### config.mk
export PLATFORM = sky130hd
export DESIGN_NAME = pixel_color_fade_engine
export DESIGN_NICKNAME = d
export VERILOG_FILES = /design/src/hdl/pcf_pkg.sv /design/src/hdl/pcf_ram.sv /design/src/hdl/pcf_front.sv /design/src/hdl/pcf_back.sv /design/src/hdl/pixel_color_fade_engine.sv
export SDC_FILE = /design/constraint.sdc
export NUM_CORES = 2
export LEC_CHECK = 0
export BUFFER_PORTS_ARGS = -buffer_cell sky130_fd_sc_hd__buf_2
export CAP_MARGIN = 20
export CORE_ASPECT_RATIO = 0.9
export CORE_MARGIN = 4
export CORE_UTILIZATION = 33
export CTS_CLUSTER_SIZE = 8
export DETAILED_ROUTE_END_ITERATION = 8
export PLACE_DENSITY_LB_ADDON = 0.25
export SYNTH_ARGS = -nofsm -noshare
export SYNTH_HDL_FRONTEND = slang
export SYNTH_SLANG_ARGS = --single-unit
### constraint.sdc
create_clock -name clk -period 10 [get_ports clk]
set_input_delay 2.5 -clock clk [delete_from_list [all_inputs] [get_ports clk]]
set_output_delay 2.5 -clock clk [all_outputs]
set_load 0.02 [all_outputs]
### src/hdl/pcf_pkg.sv
// shared types and constants for the pixel colour fade engine
// no dependencies; used by pcf_front, pcf_back and pixel_color_fade_engine
`default_nettype none

package pcf_pkg;

  // default table depth
  localparam int PIXELS_DEF = 9;

  // field widths
  localparam int IDX_W   = 4;
  localparam int COLOR_W = 24;
  localparam int CH_W    = 8;
  localparam int STEP_W  = 8;
  localparam int BRT_W   = 8;
  localparam int PHASE_W = 7;

  // one table entry: colour a, colour b, step, brightness, phase
  localparam int ENTRY_W = 2 * COLOR_W + STEP_W + BRT_W + PHASE_W;

  // percent arithmetic
  localparam int PCT_FULL = 100;
  localparam int PCT_HALF = 50;
  localparam int CH_MAX   = 255;

  // x / 100 == (x * 5243) >> 19 for every x below 43690
  localparam int RECIP_100   = 5243;
  localparam int RECIP_SHIFT = 19;
  localparam int ACC_W       = 15;
  localparam int PROD_W      = 28;

  // entries in the queue between front and back, a power of two
  localparam int QUEUE_DEPTH = 2;

  // command codes
  localparam logic CMD_LOAD = 1'b0;
  localparam logic CMD_STEP = 1'b1;

  // one queued command
  typedef struct packed {
    logic               cmd;
    logic [IDX_W-1:0]   pixel;
    logic [COLOR_W-1:0] color_a;
    logic [COLOR_W-1:0] color_b;
    logic [STEP_W-1:0]  step;
    logic [BRT_W-1:0]   brightness;
  } pcf_item_t;

  // queue head as seen by the back end
  typedef struct packed {
    logic      valid;
    pcf_item_t item;
  } pcf_head_t;

endpackage

`default_nettype wire

### src/hdl/pcf_ram.sv
// generic single write port, single read port ram with registered read
// no dependencies
`default_nettype none

module pcf_ram #(
  parameter int WIDTH = 8,
  parameter int DEPTH = 16
) (
  input  wire logic                                     clk,
  input  wire logic                                     we,
  input  wire logic [((DEPTH > 1) ? $clog2(DEPTH) : 1)-1:0] waddr,
  input  wire logic [WIDTH-1:0]                         wdata,
  input  wire logic [((DEPTH > 1) ? $clog2(DEPTH) : 1)-1:0] raddr,
  output logic      [WIDTH-1:0]                         rdata
);

  logic [WIDTH-1:0] mem [DEPTH];

  // write port and registered read port
  always_ff @(posedge clk) begin
    if (we) begin
      mem[waddr] <= wdata;
    end
    rdata <= mem[raddr];
  end

endmodule

`default_nettype wire

### src/hdl/pcf_front.sv
// front end: takes input beats, drops out-of-range pixels, queues the rest
// depends on pcf_pkg
`default_nettype none

module pcf_front #(
  parameter int PIXELS = pcf_pkg::PIXELS_DEF
) (
  input  wire logic                                clk,
  input  wire logic                                rst,
  input  wire logic                                in_valid,
  output logic                                     in_ready,
  input  wire logic                                cmd,
  input  wire logic [pcf_pkg::IDX_W-1:0]           pixel_index,
  input  wire logic [pcf_pkg::COLOR_W-1:0]         color_a,
  input  wire logic [pcf_pkg::COLOR_W-1:0]         color_b,
  input  wire logic signed [pcf_pkg::STEP_W-1:0]   step_size,
  input  wire logic [pcf_pkg::BRT_W-1:0]           brightness,
  output pcf_pkg::pcf_head_t                       head,
  input  wire logic                                pop
);

  localparam int QD = pcf_pkg::QUEUE_DEPTH;
  localparam int PW = (QD > 1) ? $clog2(QD) : 1;
  localparam int CW = $clog2(QD + 1);

  pcf_pkg::pcf_item_t slots [QD];
  logic [PW-1:0] wr_ptr;
  logic [PW-1:0] rd_ptr;
  logic [CW-1:0] count;
  logic          in_range;
  logic          push;

  // classify the beat
  always_comb begin
    in_ready = (count != CW'(QD));
    in_range = (32'(pixel_index) < PIXELS);
    push     = in_valid && in_ready && in_range;
  end

  // queue pointers and fill count
  always_ff @(posedge clk) begin
    if (rst) begin
      wr_ptr <= '0;
      rd_ptr <= '0;
      count  <= '0;
    end else begin
      if (push) begin
        wr_ptr <= wr_ptr + PW'(1);
      end
      if (pop) begin
        rd_ptr <= rd_ptr + PW'(1);
      end
      unique case ({push, pop})
        2'b10:   count <= count + CW'(1);
        2'b01:   count <= count - CW'(1);
        default: count <= count;
      endcase
    end
  end

  // queue storage
  always_ff @(posedge clk) begin
    if (push) begin
      slots[wr_ptr] <= '{cmd:        cmd,
                         pixel:      pixel_index,
                         color_a:    color_a,
                         color_b:    color_b,
                         step:       step_size,
                         brightness: brightness};
    end
  end

  assign head.valid = (count != '0);
  assign head.item  = slots[rd_ptr];

endmodule

`default_nettype wire

### src/hdl/pcf_back.sv
// back end: table ram, per-pixel crossfade and fade sequencer, result register
// depends on pcf_pkg and pcf_ram
`default_nettype none

module pcf_back #(
  parameter int PIXELS = pcf_pkg::PIXELS_DEF
) (
  input  wire logic                        clk,
  input  wire logic                        rst,
  input  wire pcf_pkg::pcf_head_t          head,
  output logic                             pop,
  output logic                             out_valid,
  input  wire logic                        out_ready,
  output logic [pcf_pkg::IDX_W-1:0]        out_pixel,
  output logic [pcf_pkg::CH_W-1:0]         red,
  output logic [pcf_pkg::CH_W-1:0]         green,
  output logic [pcf_pkg::CH_W-1:0]         blue
);

  localparam int AW  = (PIXELS > 1) ? $clog2(PIXELS) : 1;
  localparam int EW  = pcf_pkg::ENTRY_W;
  localparam int CW  = pcf_pkg::COLOR_W;
  localparam int HW  = pcf_pkg::CH_W;
  localparam int PHW = pcf_pkg::PHASE_W;
  localparam int SW  = pcf_pkg::STEP_W;
  localparam int BW  = pcf_pkg::BRT_W;
  localparam int AC  = pcf_pkg::ACC_W;
  localparam int PR  = pcf_pkg::PROD_W;

  typedef enum logic [3:0] {
    ST_IDLE, ST_READ, ST_MIX, ST_DIV1, ST_FADE, ST_DIV2, ST_BRIGHT, ST_DIV3, ST_DONE
  } state_t;

  state_t state;

  // table and per-entry valid bits
  logic [PIXELS-1:0] valid;
  logic          ram_we;
  logic [AW-1:0] ram_waddr;
  logic [EW-1:0] ram_wdata;
  logic [AW-1:0] ram_raddr;
  logic [EW-1:0] ram_rdata;
  logic [EW-1:0] entry;

  // working registers for the stepped pixel
  logic [pcf_pkg::IDX_W-1:0] pix;
  logic [AW-1:0]  addr;
  logic [CW-1:0]  ca;
  logic [CW-1:0]  cb;
  logic [SW-1:0]  step;
  logic [BW-1:0]  brt;
  logic [PHW-1:0] phase;
  logic [PHW-1:0] fade;
  logic [PHW-1:0] upd_phase;
  logic [SW-1:0]  upd_step;
  logic [AC-1:0]  acc  [3];
  logic [PR-1:0]  prod [3];

  logic           out_free;
  logic           load_pop;
  logic           step_pop;
  logic [PHW-1:0] entry_phase;
  logic [PHW-1:0] fade_calc;
  logic [PHW-1:0] half_diff;
  logic [PHW-1:0] brt_pct;
  logic signed [SW:0] np;
  logic           bounce;
  logic [AC-1:0]  mix_sum [3];
  logic [8:0]     quot    [3];
  logic [HW-1:0]  quot_sat[3];

  pcf_ram #(
    .WIDTH (EW),
    .DEPTH (PIXELS)
  ) u_table (
    .clk   (clk),
    .we    (ram_we),
    .waddr (ram_waddr),
    .wdata (ram_wdata),
    .raddr (ram_raddr),
    .rdata (ram_rdata)
  );

  // pop, table write and read address
  always_comb begin
    out_free  = !out_valid || out_ready;
    pop       = head.valid && (state == ST_IDLE);
    load_pop  = pop && (head.item.cmd == pcf_pkg::CMD_LOAD);
    step_pop  = pop && (head.item.cmd == pcf_pkg::CMD_STEP);
    addr      = AW'(pix);
    ram_raddr = AW'(head.item.pixel);
    if (state == ST_DONE) begin
      ram_we    = out_free;
      ram_waddr = addr;
      ram_wdata = {ca, cb, upd_step, brt, upd_phase};
    end else begin
      ram_we    = load_pop;
      ram_waddr = AW'(head.item.pixel);
      ram_wdata = {head.item.color_a, head.item.color_b, head.item.step,
                   head.item.brightness, PHW'(0)};
    end
  end

  // entry fields; an entry never written reads as zero
  always_comb begin
    entry       = valid[addr] ? ram_rdata : '0;
    entry_phase = (entry[PHW-1:0] > PHW'(pcf_pkg::PCT_FULL)) ?
                  PHW'(pcf_pkg::PCT_FULL) : entry[PHW-1:0];
  end

  // triangle fade, next phase and step, brightness percent
  always_comb begin
    half_diff = phase - PHW'(pcf_pkg::PCT_HALF);
    if (phase < PHW'(pcf_pkg::PCT_HALF)) begin
      fade_calc = PHW'(pcf_pkg::PCT_FULL) - {phase[PHW-2:0], 1'b0};
    end else begin
      fade_calc = {half_diff[PHW-2:0], 1'b0};
    end
    np     = $signed({2'b00, phase}) + $signed({step[SW-1], step});
    bounce = (np <= 0) || (np >= (SW+1)'(pcf_pkg::PCT_FULL));
    brt_pct = (brt > BW'(pcf_pkg::PCT_FULL)) ? PHW'(pcf_pkg::PCT_FULL) : brt[PHW-1:0];
  end

  // per-channel products and quotients
  always_comb begin
    for (int k = 0; k < 3; k++) begin
      mix_sum[k] = AC'(ca[CW-1-HW*k -: HW]) * AC'(phase)
                 + AC'(cb[CW-1-HW*k -: HW]) * AC'(PHW'(pcf_pkg::PCT_FULL) - phase);
      quot[k]     = 9'(prod[k] >> pcf_pkg::RECIP_SHIFT);
      quot_sat[k] = (quot[k] > 9'(pcf_pkg::CH_MAX)) ? HW'(pcf_pkg::CH_MAX) : quot[k][HW-1:0];
    end
  end

  // sequencer, valid bits and result register
  always_ff @(posedge clk) begin
    if (rst) begin
      state     <= ST_IDLE;
      valid     <= '0;
      out_valid <= 1'b0;
    end else begin
      // result register: loaded on completion, cleared once taken
      if (state == ST_DONE && out_free) begin
        out_valid <= 1'b1;
      end else if (out_ready) begin
        out_valid <= 1'b0;
      end
      if (ram_we) begin
        valid[ram_waddr] <= 1'b1;
      end
      unique case (state)
        ST_IDLE: begin
          if (step_pop) begin
            pix   <= head.item.pixel;
            state <= ST_READ;
          end
        end
        ST_READ: begin
          ca    <= entry[EW-1 -: CW];
          cb    <= entry[EW-1-CW -: CW];
          step  <= entry[PHW+BW +: SW];
          brt   <= entry[PHW +: BW];
          phase <= entry_phase;
          state <= ST_MIX;
        end
        ST_MIX: begin
          for (int k = 0; k < 3; k++) begin
            acc[k] <= mix_sum[k];
          end
          fade <= fade_calc;
          upd_step <= bounce ? SW'(~step + SW'(1)) : step;
          if (np < 0) begin
            upd_phase <= '0;
          end else if (np > (SW+1)'(pcf_pkg::PCT_FULL)) begin
            upd_phase <= PHW'(pcf_pkg::PCT_FULL);
          end else begin
            upd_phase <= np[PHW-1:0];
          end
          state <= ST_DIV1;
        end
        ST_DIV1, ST_DIV2, ST_DIV3: begin
          for (int k = 0; k < 3; k++) begin
            prod[k] <= PR'(acc[k]) * PR'(pcf_pkg::RECIP_100);
          end
          unique case (state)
            ST_DIV1: state <= ST_FADE;
            ST_DIV2: state <= ST_BRIGHT;
            default: state <= ST_DONE;
          endcase
        end
        ST_FADE: begin
          for (int k = 0; k < 3; k++) begin
            acc[k] <= AC'(quot_sat[k]) * AC'(fade);
          end
          state <= ST_DIV2;
        end
        ST_BRIGHT: begin
          for (int k = 0; k < 3; k++) begin
            acc[k] <= AC'(quot[k][HW-1:0]) * AC'(brt_pct);
          end
          state <= ST_DIV3;
        end
        ST_DONE: begin
          if (out_free) begin
            out_pixel <= pix;
            red       <= quot[0][HW-1:0];
            green     <= quot[1][HW-1:0];
            blue      <= quot[2][HW-1:0];
            state     <= ST_IDLE;
          end
        end
        default: state <= ST_IDLE;
      endcase
    end
  end

endmodule

`default_nettype wire

### src/hdl/pixel_color_fade_engine.sv
// pixel colour fade engine: a step beat runs from the queue through the
// back-end sequencer to out_valid; a load leaves the queue when the back
// end is idle, one per cycle; a step holds later beats until the sequencer
// ends (read, mix, fade, brightness, each over 100, write-back and result)
// reset: queue empties, result register clears, every table entry reads zero
// through per-entry valid bits, no clearing pass
// depends on pcf_pkg, pcf_front, pcf_back, pcf_ram
`default_nettype none

module pixel_color_fade_engine #(
  parameter int PIXELS = pcf_pkg::PIXELS_DEF
) (
  input  wire logic                                clk,
  input  wire logic                                rst,
  input  wire logic                                in_valid,
  output logic                                     in_ready,
  input  wire logic                                cmd,
  input  wire logic [pcf_pkg::IDX_W-1:0]           pixel_index,
  input  wire logic [pcf_pkg::COLOR_W-1:0]         color_a,
  input  wire logic [pcf_pkg::COLOR_W-1:0]         color_b,
  input  wire logic signed [pcf_pkg::STEP_W-1:0]   step_size,
  input  wire logic [pcf_pkg::BRT_W-1:0]           brightness,
  output logic                                     out_valid,
  input  wire logic                                out_ready,
  output logic [pcf_pkg::IDX_W-1:0]                out_pixel,
  output logic [pcf_pkg::CH_W-1:0]                 red,
  output logic [pcf_pkg::CH_W-1:0]                 green,
  output logic [pcf_pkg::CH_W-1:0]                 blue
);

  pcf_pkg::pcf_head_t head;
  logic               pop;

  // accept and classify
  pcf_front #(
    .PIXELS (PIXELS)
  ) u_front (
    .clk         (clk),
    .rst         (rst),
    .in_valid    (in_valid),
    .in_ready    (in_ready),
    .cmd         (cmd),
    .pixel_index (pixel_index),
    .color_a     (color_a),
    .color_b     (color_b),
    .step_size   (step_size),
    .brightness  (brightness),
    .head        (head),
    .pop         (pop)
  );

  // table update and colour computation
  pcf_back #(
    .PIXELS (PIXELS)
  ) u_back (
    .clk       (clk),
    .rst       (rst),
    .head      (head),
    .pop       (pop),
    .out_valid (out_valid),
    .out_ready (out_ready),
    .out_pixel (out_pixel),
    .red       (red),
    .green     (green),
    .blue      (blue)
  );

  // the back end only takes from a queue that holds something
  assert property (@(posedge clk) disable iff (rst) pop |-> head.valid)
    else $error("pop from empty queue");

  // the front stalls only while the queue holds beats
  assert property (@(posedge clk) disable iff (rst) !in_ready |-> head.valid)
    else $error("front stalled with empty queue");

  // results only ever name a pixel in the table
  assert property (@(posedge clk) disable iff (rst) out_valid |-> (32'(out_pixel) < PIXELS))
    else $error("result for out-of-range pixel");

endmodule

`default_nettype wire
# Word level (Yosys, flattened, before mapping)
# Memories as Yosys holds them, arrays and structs flattened. A register that Yosys moved wholly into a read port is not among the register bits.
# Index checks and enable logic that the tools add are counted.
# word_totals
reg_bits	143
ramBits	906
in_bits	73
out_inout_bits	30
elab_cells	156
mem_count	4
# classes
n_addsub	12
multipliers	15
magnitude_cmp	14
eq_ne	13
n_mux	46
n_bitwise	10
n_reduce_logical	21
# mem_list
memory	depth	word_bits	rd	rd_clocked_by_memory_dff	write_ports	line_no	text
u_back.u_table.mem	9	71	1	1	1	pcf_ram.sv:17	logic [WIDTH-1:0] mem [DEPTH];
u_front.slots	2	69	1	1	1	pcf_front.sv:26	pcf_pkg::pcf_item_t slots [QD];
u_back.prod	3	28	3	0	3	pcf_back.sv:57	logic [PR-1:0] prod [3];
u_back.acc	3	15	3	0	3	pcf_back.sv:56	logic [AC-1:0] acc [3];
# ops
operator	count
multiplier 8 x 7 -> 15 bit	9
two-way mux 15 bit	6
multiplier 15 x 13 -> 28 bit, second input constant	3
two-way mux 71 bit	1
adder 15 bit	3
multiplier 8 x 15 -> 15 bit	3
greater-than comparator 9 x 8 -> 1 bit, second input constant	4
two-way mux 8 bit	4
two-way mux 7 bit	4
one-hot mux 4 bit (7 select lines)	1
two-way mux 1 bit	23
== test 4 x 3 -> 1 bit, second input constant	4
two-way mux 4 bit	3
< comparator 4 x 5 -> 1 bit, second input constant	2
adder 8 x 8 -> 9 bit	1
greater-or-equal comparator 9 x 8 -> 1 bit, second input constant	1
<= comparator 9 x 1 -> 1 bit, second input constant	1
< comparator 9 x 1 -> 1 bit, second input constant	1
OR 9 bit	1
adder 8 x 1 -> 8 bit, second input constant	1
== test 4 x 2 -> 1 bit, second input constant	2
greater-than comparator 8 x 7 -> 1 bit, second input constant	1
inverter 8 bit	1
one-hot mux 4 bit (2 select lines)	1
30 further kinds	50

# Longest topological paths before layout
# depth
ltp_word	7
ltp_mapped	26
mapped_depth_nobuf	25

# By module
# Synthesis repeated with hierarchy kept, for this count alone.
# hier_totals
hier_cells	6051
hier_area_um2	74415.1
# modules_own_cells
module	n_inst	cells_per_inst	area_each_um2	seq_area_each_um2
pcf_back	1	4436	42758.5	6165.9
pcf_ram	1	1375	26410.3	20609.8
pcf_front	1	240	5246.3	4244.1

# Least setup slack after synthesis
# OpenSTA, ideal clock, no wires.
# synth_path
path_type	in2reg
start	input port rst
end	register u_back.brt[0], enable pin
setup_ns	0.587
t_arrival_ns	7.778
setup_slack_ns	1.635
stages	2
n_path_buf	0
cell_sequence	or3b_2 > nor3_1
# synth_between
elab_chain_cells	2
# synth_rtl
element	line_no	text
start: declaration	pixel_color_fade_engine.sv:14	input wire logic rst,
inverter 1 bit (no line)	n/a	
AND reduction 2 bit (no line)	n/a	
end signal: assignment	pcf_back.sv:161	brt <= entry[PHW +: BW];
end: declaration	pcf_back.sv:51	logic [BW-1:0] brt;
# No other way between the ends.
# A chain may end at the register's enable or synchronous reset.

==> summary.md <==
| Metric | Value |
|---|---|
| Max capacitance violation total | `0` |
| Reg-to-Reg Start | `u_back.phase[0]` |
| Worst Tran Pin Value | `1070 ps` |
| Synth area leaders | `edfxtp_1 (39%), fa_1 (18%), ha_1 (11%), inv_1 (4.9%), nand2_1 (4.7%)` |
| Vias in the first global route | `between 40,000 and 50,000` |
| CTS Hold Bufs | `0` |
| Drt initial violations | `3,083` |
| Largest net degree at the start of global routing | `144` |
| Post-synthesis sequential area ratio | `0.418` |
| Fraction of layout cells with a size suffix above 1 | `0.0609` |
| Num CTS Buffers | `153` |
| Syn avg cell area | `roughly 11 sq um` |
| Asr flop ratio synth | `0` |
| Startpoint Class | `register` |
| CTS tree | `yes` |
| Clk Latency, worst-skew pair | `roughly 800 ps` |
| Detailed Routing Iterations Pass 1 | `5` |
| Overflow after GRT | `0` |
| IO Pins | `103` |
| Die W | `508 um` |
| Synth top area share | `0.394` |
| GPL Wtd Cong | `0.866` |
| Cell count of the worst reg-to-reg path | `25` |
| Most frequent cells after synthesis | `edfxtp_1 (973), inv_1 (963), nand2_1 (937)` |
| CTS clk-pin slew, worst paths | `around 60 ps` |
| # H-tree levels | `4` |
| Flop2flop setup slack | `2550 ps` |
| DRT Wirelength | `193,000 um` |
| Status | `completed` |
| Fin Clk Skew | `58.7 ps` |
| Row cnt | `164` |
| Slew HR | `0.290` |
| First-pass GRT wire length | `300,000 um` |
| DRC Markers | `0` |
| Clock sink count | `around 1,100` |
| HP Class | `reg2reg` |
| Routed length per placed instance | `a little under 20 um` |
| Setup violators final | `0` |
| Area growth, synth to finish | `11.4%` |
| Primary FF master, synth | `edfxtp_1` |
| Die area | `233,000 sq um` |
| DRT antenna net count | `0` |
| Worst EP arrival | `approximately 8100 ps` |
| FF-to-FF End | `u_back.acc[0][44]` |
| Min cycle time layout | `7450 ps` |
| Post-synth net total | `8,041` |
| Period Utilization, post-route | `0.745` |
| Yosys top cell by area | `edfxtp_1` |
| Min-Delay Endpoint | `u_back.valid[4]` |
| EDFF count, synth | `973` |
| Root Driver | `clkbuf_16` |
| Port bufs | `102` |
| Total track usage | `0.167` |
| Fill count | `21,900` |
| Mapped Cells | `approximately 6,600` |
| Hpwl dp | `around 130,000 um` |
| CP required | `10,620 ps` |
| # nets final | `8,083` |
| Worst Setup Path Type | `reg2reg` |
| Post-CTS sizing | `0` |
| Worst Setup End Kind | `register` |
| Via/cell ratio | `4.84` |
| Final hold violation count | `0` |
| Setup bufs post-CTS | `0` |
| Distinct cells, synth | `85` |
| DR vias | `47,400` |
| RSZ-0062 raised after global routing | `no` |
| Hold Crit Depth | `2` |
| Hold Crit Start | `u_back.valid[4]` |
| Die height | `458 um` |
| Initial antenna violation count | `12` |
| Most common cell in the netlist | `edfxtp_1` |
| Peak Freq | `roughly 0.13 GHz` |
| Core Footprint | `223,000 sq um` |
| Max-slew violations | `0` |
| CP Max Fanout | `25` |
| Maximum clock path buffer count | `3` |
| YS warnings | `0` |
| Starting Density | `0.333` |
| Final setup TNS | `0 ps` |
| Seq cells post-synth | `roughly 1,100` |
| Post-Syn Area | `74,200 sq um` |
-- placed cells by master (no fill, tap or decap), drive strengths merged, types with 15 or more instances in the layout --
cell    instances
o21ai         208
dfxtp          90
a211oi         33
nand3         161
a311oi         76
and2          326
mux2i          90
a31oi          90
o31ai          16
a21o           40
buf           182
inv           969
edfxtp        973
fa            682
and3          124
nor2          204
o21bai         15
nand2         937
o21a           40
nor2b          88
ha            651
xor2           53
nor3           32
a21oi         189
xnor2         102
clkbuf        242
-- layout make-up --
| cell class | instances | area (sq um) | share of cell area |
|---|---|---|---|
| antenna | 4 | 10.0 | 0.000121 |
| clock buffer | 241 | 4160 | 0.0503 |
| clock inverter | 20 | 397 | 0.00480 |
| inverter | 965 | 3630 | 0.0439 |
| multi-input combinational | 4311 | 38500 | 0.466 |
| sequential | 1063 | 31000 | 0.375 |
| tap | 2988 | 3740 | 0.0452 |
| timing repair buffer | 183 | 1190 | 0.0143 |
-- logic make-up (layout without fill, tap and decap cells) --
kind of cell	Yosys count	after routing	share of synthesized area
xor+xnor	158	158	0.0192
buf+inv	1261	1409	0.0652
fa+ha+maj	1333	1333	0.294
simple gates	1947	1947	0.124
flops	1063	1063	0.418
compound gates	781	781	0.0673
mux	92	92	0.0131
other cells	0	4	0
-- worst max-delay path: stages, from the launching register on --
cell	delay [ps]
edfxtp_1	380
buf_4	240
inv_1	130
ha_1	190
nor2_1	70
o31ai_1	260
xor2_1	620
buf_4	360
nand2_1	110
fa_1	560
fa_1	440
fa_1	540
inv_1	50
fa_1	450
fa_1	490
inv_1	50
fa_1	470
inv_1	40
ha_1	300
o21a_1	140
a211oi_1	380
o211ai_1	180
a221oi_1	310
xnor2_1	200
nor2_1	60
a211oi_1	230
-- routing by layer --
layer / up-vias / wire, um / track usage
met2: 1025 / 88000 / 0.265
met4: 6 / 5140 / 0.0467
li1: 22300 / - / -
met3: 250 / 10300 / 0.0318
met1: 23800 / 89700 / 0.233
met5: - / 41 / 0
-- worst max-delay path by stage --
stage,from,to,slack [ps],depth (start not counted)
2_1_floorplan,rst,u_back.brt[0],1630,2
3_3_place_gp,u_back.phase[2],u_back.acc[0][44],2650,23
3_5_place_dp,u_back.phase[0],u_back.acc[0][44],2530,25
4_1_cts,u_back.phase[0],u_back.acc[0][44],2520,25
5_1_grt,u_back.phase[0],u_back.acc[0][44],2100,25
6_report,u_back.phase[0],u_back.acc[0][44],2550,25
-- registers in the layout, summed over array words and instances, names as in the netlist, 7 cells and up, named ones only --
name	cells
u_back.u_table.mem	639
u_front.slots	138
u_back.u_table.rdata	71
u_back.acc	45
u_back.prod	27
u_back.ca	24
u_back.cb	24
u_back.valid	9
u_back.blue	8
u_back.brt	8
u_back.green	8
u_back.red	8
u_back.step	8
u_back.upd_step	8
u_back.phase	7
u_back.upd_phase	7
-- through the flow --
step	std cells	area [sq um]	util	hold slack, ps	setup slack (ps)
detailed placement	9508	78100	0.350	457	2530
finish	9775	82700	0.371	464	2550
floorplan	6635	74200	-	424	1630
global route	9773	82700	0.371	471	2100
global placement	9505	78000	0.350	444	2650
CTS	9769	82600	0.371	448	2520
Power is not shown: default switching activity piles up to over one toggle a cycle in this logic, so the estimate is an artifact.
